[src/design/ntt_pkg.sv]
// ----------------------------------------------------------------------------
// ntt_pkg
// Shared types, constants and index helpers for the radix-2 NTT engine.
// ----------------------------------------------------------------------------
package ntt_pkg;

   localparam int POLY_SIZE = 1024;
   localparam int LOG_SIZE  = $clog2(POLY_SIZE);
   localparam int ADDR_W    = LOG_SIZE;
   localparam int TW_DEPTH  = POLY_SIZE / 2;
   localparam int TW_W      = $clog2(TW_DEPTH);
   localparam int STAGE_W   = $clog2(LOG_SIZE);
   localparam int COEFF_W   = 62;
   localparam int VALUE_W   = 63;
   localparam int INDEX_W   = 10;
   localparam int CMD_W     = 2;
   localparam int CSR_AW    = 5;
   localparam int CSR_DW    = 64;

   localparam logic [CMD_W-1:0] CMD_LOAD    = 2'd0;
   localparam logic [CMD_W-1:0] CMD_XFORM   = 2'd1;
   localparam logic [CMD_W-1:0] CMD_READ    = 2'd2;
   localparam logic [CMD_W-1:0] CMD_UNKNOWN = 2'd3;

   localparam logic [1:0] REG_MODULUS  = 2'd0;
   localparam logic [1:0] REG_FWD_ROOT = 2'd1;
   localparam logic [1:0] REG_INV_ROOT = 2'd2;
   localparam logic [1:0] REG_SIZE_INV = 2'd3;

   typedef struct packed {
      logic [CMD_W-1:0]   cmd;
      logic [INDEX_W-1:0] index;
      logic [VALUE_W-1:0] value;
      logic               inverse_dir;
   } item_type;

   typedef struct packed {
      logic               start;
      logic               mul;
      logic [COEFF_W-1:0] a;
      logic [VALUE_W-1:0] b;
   } mod_cmd_type;

   function automatic logic [ADDR_W-1:0] bit_rev(input logic [ADDR_W-1:0] x);
      logic [ADDR_W-1:0] r;
      r = '0;
      for (int k = 0; k < ADDR_W; k++) begin
         r[ADDR_W-1-k] = x[k];
      end
      return r;
   endfunction

endpackage

[src/design/ntt_front.sv]
// ----------------------------------------------------------------------------
// ntt_front
// Input side: accept items and hold them in a two-entry queue for the back end.
// ----------------------------------------------------------------------------
module ntt_front (
   input  logic                         clock,
   input  logic                         reset,
   input  logic                         req_valid,
   output logic                         req_ready,
   input  logic [ntt_pkg::CMD_W-1:0]    req_cmd,
   input  logic [ntt_pkg::INDEX_W-1:0]  req_index,
   input  logic [ntt_pkg::VALUE_W-1:0]  req_value,
   input  logic                         req_inverse_dir,
   input  logic                         pop,
   output logic                         head_valid,
   output ntt_pkg::item_type            head
);
   import ntt_pkg::*;

   item_type   slot_ff [2];
   logic       wptr_ff, wptr_in;
   logic       rptr_ff, rptr_in;
   logic [1:0] count_ff, count_in;
   logic       push;
   logic       do_pop;

   assign req_ready  = (count_ff != 2'd2);
   assign push       = req_valid && req_ready;
   assign head_valid = (count_ff != 2'd0);
   assign do_pop     = pop && head_valid;
   assign head       = slot_ff[rptr_ff];

   always_comb begin
      wptr_in  = push ? ~wptr_ff : wptr_ff;
      rptr_in  = do_pop ? ~rptr_ff : rptr_ff;
      count_in = count_ff + 2'(push) - 2'(do_pop);
   end

   always_ff @(posedge clock) begin
      if (reset) begin
         wptr_ff  <= 1'b0;
         rptr_ff  <= 1'b0;
         count_ff <= 2'd0;
      end else begin
         wptr_ff  <= wptr_in;
         rptr_ff  <= rptr_in;
         count_ff <= count_in;
      end
      if (push) begin
         slot_ff[wptr_ff] <= '{cmd: req_cmd, index: req_index,
                               value: req_value, inverse_dir: req_inverse_dir};
      end
   end

endmodule

[config.mk]
export PLATFORM = sky130hd
export DESIGN_NAME = ntt_front
export DESIGN_NICKNAME = d
export VERILOG_FILES = /design/src/design/ntt_pkg.sv /design/src/design/ntt_front.sv
export SDC_FILE = /design/constraint.sdc
export NUM_CORES = 1
export LEC_CHECK = 0
export BUFFER_PORTS_ARGS = -buffer_cell sky130_fd_sc_hd__buf_4
export CAP_MARGIN = 20
export CORE_ASPECT_RATIO = 1.4
export CORE_UTILIZATION = 25
export DETAILED_ROUTE_END_ITERATION = 8
export PLACE_DENSITY = 0.41
export SLEW_MARGIN = 10
export SYNTH_ARGS = -nofsm -noshare
export SYNTH_HDL_FRONTEND = slang
export SYNTH_SLANG_ARGS = --single-unit
[constraint.sdc]
create_clock -name clock -period 6 [get_ports clock]
set_clock_uncertainty 0.05 [all_clocks]
set_input_delay 0.9 -clock clock [delete_from_list [all_inputs] [get_ports clock]]
set_output_delay 0.9 -clock clock [all_outputs]
set_load 0.03 [all_outputs]
==> reports/results.ini, run 1 <==
[worst_setup_path]
endpoint_kind = output pin
slowest_delay_ns = 0.79
r2r_start = count_ff[0]$_SDFF_PP0_
critPathArrivalTime_ns = 2.47
crit_type = register to output pin
cp.required_ns = 5.05
crit_path_top_delay_cell = dfxtp_4
worst-path-max-fanout = 42
crit_family = buffers and inverters
path_cells = buf_4 -> mux2_2 -> buf_4
setup.worst_path.start_class = register
path_buf_inv = 2
timing.critical_path.mode_cell = buf_4

[route]
vias = 2934
drcViolationCount = 0
ant_nets = 0
vias_per_cell = 3.907
first_iter_violations = 137
drt_pass1_iterations = 4
wl_per_cell_microns = 15.67
wl_microns = 11770

[placed_design]
gp_congestion = 0.6934
hpwl_microns = 7507
io_buffers = 157

[yosys]
synth_top_family_by_area = multiplexers
synth-xor-area-share_pct = 0.4480
synth_fa_ha_area_share_pct = 0.4266
synth_mux_area_share_pct = 17.34
synth_compound_area_share_pct = 0.1280
yosys.area_share.simple_pct = 0.9172
postSynthNetCount = 342
synth_cells = 260
yosysWarnings = 0
ys_types = 18
ys_seq_elements = 157
netlist_area_sq_um = 5866
seq_area_frac_synth_pct = 79.52
postSynthAreaPerCell_sq_um = 22.56

[cells_and_area]
nets = 514
final_cell_mix = buf_4, edfxtp_1, mux2_4
fin_util_pct = 34.83
multi_input_area_sq_um = 1142
syn_to_final_growth_pct = 37.29
seq_area_sq_um = 4668
layout_commonest_cell = buf_4
drive_above_1_share_pct = 61.35
antennaDiodeCount = 0
nFillCells = 2257

[timing]
slew_violations = 0
slew_headroom_pct = 50.18
setup_violations = 0
final.period_utilization_pct = 57.05
max_freq_mhz = 292.1
tightest_slew_ns = 0.7474
final_hold_viol_count = 0
min_period_ns = 3.423
fin_tns_setup_ns = 0
rsz0062_at_grt = no

[outcome]
status = complete, no violations

[power_and_ir_drop]
powerDensity_nw_per_um2 = 454.7
sequentialPowerShare_pct = 39.8
power.internal_mw = 2.546
switchingPower_mw = 1.116
ir_drop_mv = 0.2042
p_leak_nw = 3.027
p_clk_share_pct = 30.7
swShare_pct = 30.47
comb_power_share_pct = 29.6

[floorplan]
core_region_area_sq_um = 23120
die_y_microns = 183.2
fp.dieW_microns = 131.5
row_count = 66
start_util_pct = 25.37
io_pins = 158
die_area_sq_um = 24090

[clock_network]
cts_inserted_buffers = 17
hold_buffers = 0
post_cts_buffers = 0
cts_max_level = 4
path_clk_slew_ns = 0.07
cts_tree = yes
clockBufferDepth = 2
cts_root_buffer = clkbuf_16
ctsResizeCount = 0
clk_latency_ns = 0.42
clkSinkCount = 157

[run]
maxCapViolCount = 0

[global_route]
antenna_found_initial = 0
grt_pass1_wl_microns = 17660
grt_max_degree = 52
grt_pass1_vias = 3220
track_usage_pct = 10.16
overflow = 0

[worst_hold_path]
min-delay-start = rptr_ff$_SDFFE_PP0P_
hold_path.class = register to register

## worst reg2reg max path: stages (launching register included)
cell and delay, ns:
dfxtp_1 0.37, nand2b_1 0.18, and3_4 0.46, buf_4 0.67
## metrics by stage
stage / std cells / instance area (sq um) / total power [mW] / worst slack [ns] / hold slack, ns
2_1_floorplan: 260 / 5866 / 2.207 / 1.271 / 0.4310
5_1_grt: 751 / 8053 / 3.823 / 2.405 / 0.5124
6_report: 751 / 8053 / 3.661 / 2.577 / 0.4752
4_1_cts: 751 / 8053 / 3.736 / 2.453 / 0.4711
3_3_place_gp: 718 / 7398 / 2.572 / 2.949 / 0.4463
3_5_place_dp: 719 / 7426 / 2.590 / 2.932 / 0.4571
## state kept, by name, indices dropped and copies added, names as in the netlist, named ones only
name,cells
wptr_ff,1
slot_ff,152
rptr_ff,1
count_ff,2
## Yosys cell counts, drive strengths merged
cell type  number  area [sq um]
edfxtp        152          4564
mux2           77          1017
buf             8         67.56
dfxtp           5         100.1
nor2            5         18.77
ha              2         25.02
nor2b           2         12.51
xnor2           2         17.52
and3            1         6.260
inv             1         3.750
nand2           1         3.750
nand2b          1         6.260
o21a            1         7.510
or2             1         6.260
xor2            1         8.760
## path summary, 6_finish.rpt
kind         slack (ns)                  endpoint  depth (start not counted)
max reg2reg        3.83  slot_ff[1][18]$_DFFE_PP_                          3
min                0.48      rptr_ff$_SDFFE_PP0P_                          2
min reg2reg        0.48      rptr_ff$_SDFFE_PP0P_                          2
max                2.58                   head[0]                          3
## logic make-up after synthesis
family                     after synthesis
xor gates and xnor gates                 3
adders and majority gates                2
buffers and inverters                    9
DFF                                    157
AOI/OAI and AO/OA                        1
muxes                                   77
and+or+nand+nor                         11
## area by class of cell
type | instances | share of cell area (%)
Clock inverter | 12 | 1.989
Tap cell | 306 | 4.755
Inverter | 1 | 0.04661
Clock buffer | 20 | 5.796
Timing Repair Buffer | 161 | 15.26
Multi-Input combinational cell | 94 | 14.19
Sequential cell | 157 | 57.97
## power by group through the flow
stage          registers (mW)  clock network (mW)  logic, mW
3_3_place_gp             1.48                   0       1.09
4_1_cts                  1.46                1.17       1.11
3_5_place_dp             1.48                   0       1.11
5_1_grt                  1.48                1.20       1.15
2_1_floorplan            1.44                   0      0.766
6_report                 1.46                1.12       1.08
## layer usage
| layer | track usage, % | share of wire, % | vias up |
|---|---|---|---|
| met2 | 17.76 | 55 | 92 |
| met1 | 10.46 | 38 | 1458 |
| li1 | - | - | 1370 |
| met3 | 3.593 | 5.4 | 14 |
| met5 | 0 | 0 | - |
| met4 | 6.000 | 2.0 | 0 |
(Power assumes the default switching activity.)
==> inputs of run 2 (changes only) <==
Settings changed: PLACE_DENSITY 0.41 to 0.43.
Clock period 6 ns to 2.79 ns, I/O delays scaled along.
==> reports/results.ini, run 2 (synthesis gave the netlist of run 1 again) <==
[floorplan]
io_pins = 158
fp.dieW_microns = 131.5
row_count = 66
die_area_sq_um = 24090
core_region_area_sq_um = 23120
die_y_microns = 183.2
start_util_pct = 25.37

[clock_network]
clkSinkCount = 157
ctsResizeCount = 0
clk_latency_ns = 0.41
hold_buffers = 0
cts_max_level = 4
path_clk_slew_ns = 0.07
cts_inserted_buffers = 17
cts_tree = yes
cts_root_buffer = clkbuf_16
post_cts_buffers = 0
clockBufferDepth = 2

[worst_setup_path]
setup.worst_path.start_class = register
worst-path-max-fanout = 65
critPathArrivalTime_ns = 1.90
crit_type = register to output pin
r2r_cells = 3
cp.required_ns = 2.32
endpoint_kind = output pin

[route]
drcViolationCount = 0
first_iter_violations = 180
vias = 2947
wl_per_cell_microns = 14.97
vias_per_cell = 3.919
ant_nets = 0
drt_pass1_iterations = 4
wl_microns = 11260

[placed_design]
dp_slack_ns = 0.8150
gp_congestion = 0.6721
hpwl_microns = 7200
io_buffers = 157

[timing]
final.period_utilization_pct = 85.05
rsz0062_at_grt = no
slew_headroom_pct = 60.30
slew_violations = 0
tightest_slew_ns = 0.5955
final_hold_viol_count = 0
min_period_ns = 2.373
layout_setup_ws_ns = 0.4170
max_freq_mhz = 421.4
setup_violations = 0
fin_tns_setup_ns = 0

[cells_and_area]
syn_to_final_growth_pct = 36.43
nFillCells = 2290
top_register = slot_ff
nets = 515
layout_commonest_cell = buf_4
final_cell_mix = buf_4, edfxtp_1, mux2_4
antennaDiodeCount = 0
reg_top3 = slot_ff: 152 flops, count_ff: 2 flops
largest_register_ffs = 152
multi_input_area_sq_um = 1142
seq_area_sq_um = 4668
drive_above_1_share_pct = 61.21

[power_and_ir_drop]
p_leak_nw = 2.994
ir_drop_mv = 0.4480
powerDensity_nw_per_um2 = 956.1
power.total_mw = 7.652

[global_route]
overflow = 0
grt_max_degree = 66
track_usage_pct = 9.652
grt_pass1_wl_microns = 17190
grt_pass1_vias = 3267
antenna_found_initial = 0

[run]
maxCapViolCount = 0

[worst_hold_path]
hold_path.class = input port to register
worstHoldPathCells = 1

[outcome]
status = complete, no violations

[run 2: routing by layer]
layer | up-vias | GRT usage (%) | wire (microns)
met1 | 1474 | 10.34 | 4430
met3 | 9 | 3.897 | 699
met2 | 94 | 16.78 | 5970
li1 | 1370 | - | -
met4 | 0 | 4.047 | 159
met5 | - | 0 | 0
[run 2: cell type report]
class | count | share of cell area [%]
sequential | 157 | 58.33
timing repair buffer | 162 | 15.51
multi-input combinational | 94 | 14.27
clock buffer | 18 | 5.363
tap | 306 | 4.784
clock inverter | 14 | 1.689
inverter | 1 | 0.04690
[run 2: where the power goes]
group	switching (mW)	internal, mW
combinational	1.35	1.03
clock	0.965	1.24
sequential	0.0995	2.96
[run 2: final timing paths]
check	startpoint	to	slack (ns)
worst max register to register	count_ff[0]$_SDFF_PP0_	slot_ff[1][10]$_DFFE_PP_	1.02
worst min register to register	rptr_ff$_SDFFE_PP0P_	rptr_ff$_SDFFE_PP0P_	0.48
worst max-delay path	register	head[21]	0.42
worst min-delay path	req_value[2]	slot_ff[1][3]$_DFFE_PP_	0.13
[run 2: critical path: stages, from the launching register on]
cell     delay [ns]
dfxtp_4        0.46
buf_12         0.41
mux2_2         0.40
buf_4          0.17
[run 2: through the flow]
stage / cells / area, sq um / hold slack [ns] / utilization (%)
finish: 752 / 8003 / 0.1309 / 34.61
global route: 752 / 8003 / 0.09920 / 34.61
global placement: 720 / 7438 / 0.4539 / 32.17
CTS: 752 / 8003 / 0.1097 / 34.61
detailed placement: 720 / 7438 / 0.4721 / 32.17
floorplan: 260 / 5874 / 0.4310 / -
==> inputs of run 3 (changes only) <==
Settings changed: REMOVE_ABC_BUFFERS set to 1.
==> reports/results.ini, run 3 (synthesis gave the netlist of run 1 again) <==
[outcome]
status = complete, no violations

[power_and_ir_drop]
p_leak_nw = 3.020
ir_drop_mv = 0.3736
power.total_mw = 7.834
powerDensity_nw_per_um2 = 970.2
p_clk_share_pct = 29.7
sequentialPowerShare_pct = 39.5
power.internal_mw = 5.436
switchingPower_mw = 2.399
swShare_pct = 30.62
comb_power_share_pct = 30.7

[cells_and_area]
final_cell_count_no_fill = 752
syn_to_final_growth_pct = 37.67
drive_above_1_share_pct = 60.99
antennaDiodeCount = 0
largest_register_ffs = 152
fin_util_pct = 34.92
final_cell_mix = buf_4, edfxtp_1, mux2_4
nets = 515
reg_top3 = slot_ff: 152 flops, count_ff: 2 flops
top_register = slot_ff
layout_commonest_cell = buf_4

[worst_setup_path]
path_cells = buf_12 -> mux2_2 -> buf_4
setup.worst_path.start_class = register
crit_path_top_delay_cell = dfxtp_4
slowest_delay_ns = 0.60
path_buf_inv = 2
crit_family = flip-flops
critPathArrivalTime_ns = 1.88
endpoint_kind = output pin
worst-path-max-fanout = 35
cp.required_ns = 2.32
crit_type = register to output pin

[clock_network]
clockBufferDepth = 2
clkSinkCount = 157
post_cts_buffers = 0
clk_latency_ns = 0.42
cts_tree = yes
path_clk_slew_ns = 0.07
cts_max_level = 4
ctsResizeCount = 0
cts_inserted_buffers = 17
hold_buffers = 0
cts_root_buffer = clkbuf_16

[floorplan]
die_y_microns = 183.2
io_pins = 158
core_region_area_sq_um = 23120
die_area_sq_um = 24090
row_count = 66
start_util_pct = 25.37
fp.dieW_microns = 131.5

[route]
vias = 2915
drcViolationCount = 0
wl_per_cell_microns = 16.20
drt_pass1_iterations = 4
ant_nets = 0
first_iter_violations = 103
vias_per_cell = 3.876
wl_microns = 12180

[global_route]
antenna_found_initial = 1
overflow = 0
grt_pass1_vias = 3183
met1_usage_pct = 10.13
track_usage_pct = 10.44
grt_max_degree = 47
grt_use_met3_pct = 3.372
grt_pass1_wl_microns = 18230
use_met2_pct = 19.77
gr-max-usage-layer = met2

[timing]
tightest_slew_ns = 0.6250
slew_headroom_pct = 58.24
max_freq_mhz = 425.3
rsz0062_at_grt = no
slew_violations = 0
setup_violations = 0
layout_setup_ws_ns = 0.4385
final_hold_viol_count = 0
final.period_utilization_pct = 84.28
min_period_ns = 2.352
fin_tns_setup_ns = 0

[worst_hold_path]
hold_path.class = input port to register

[run]
maxCapViolCount = 0

[placed_design]
dpl.cell_count = 720
io_buffers = 157
gp_congestion = 0.6768
hpwl_microns = 8124
dp_slack_ns = 0.8333

==> run 3: cell count changes in the layout (fill, tap and decap cells not counted) <==
| cell | delta |
|---|---|
| buf_12 | +3 |
| buf_4 | -3 |
| bufinv_16 | +2 |
| clkbuf_1 | +1 |
| clkinv_4 | -1 |
| inv_6 | -1 |
| inv_8 | -1 |
==> run 3: cell type report <==
| class | count | area, sq um |
|---|---|---|
| clock inverter | 13 | 166.4 |
| multi-input combinational | 94 | 1142 |
| timing repair buffer | 162 | 1279 |
| sequential | 157 | 4668 |
| inverter | 1 | 3.754 |
| fill | 2237 | 15050 |
| clock buffer | 19 | 432.9 |
| tap | 306 | 382.9 |
==> run 3: per-stage QoR <==
step                area [sq um]  hold WS [ns]
floorplan                   5798        0.4310
global placement            7476        0.4505
detailed placement          7476        0.4720
CTS                         8075       0.09979
global route                8075        0.1020
finish                      8075        0.1242
==> run 3: power groups by stage <==
stage	registers, mW	logic, mW	clock network (mW)
final	3.10	2.41	2.33
after global routing	3.13	2.55	2.50
after CTS	3.10	2.47	2.41
after detailed placement	3.15	2.46	0
after global placement	3.14	2.45	0
after floorplan	3.22	1.52	0
==> run 3: worst paths after layout <==
check	start	endpoint	slack (ns)	cells past startpoint
worst min register to register	rptr_ff$_SDFFE_PP0P_	rptr_ff$_SDFFE_PP0P_	0.48	2
worst max-delay path	register	head[14]	0.44	3
worst max register to register	count_ff[0]$_SDFF_PP0_	slot_ff[0][17]$_DFFE_PP_	0.88	4
worst min-delay path	req_value[5]	slot_ff[1][6]$_DFFE_PP_	0.12	1
==> run 3: per-layer routing <==
layer  up-vias  routed length [microns]
li1       1367                        -
met2        74                     7121
met1      1460                     4353
met5         -                       13
met4         2                      196
met3        12                      498
==> run 3: worst register-to-register path, cell delays in order (launching register included) <==
cell      delay, ns
dfxtp_1        0.38
nand2b_1       0.18
nand2_1        0.15
nor2_4         0.51
buf_12         0.30
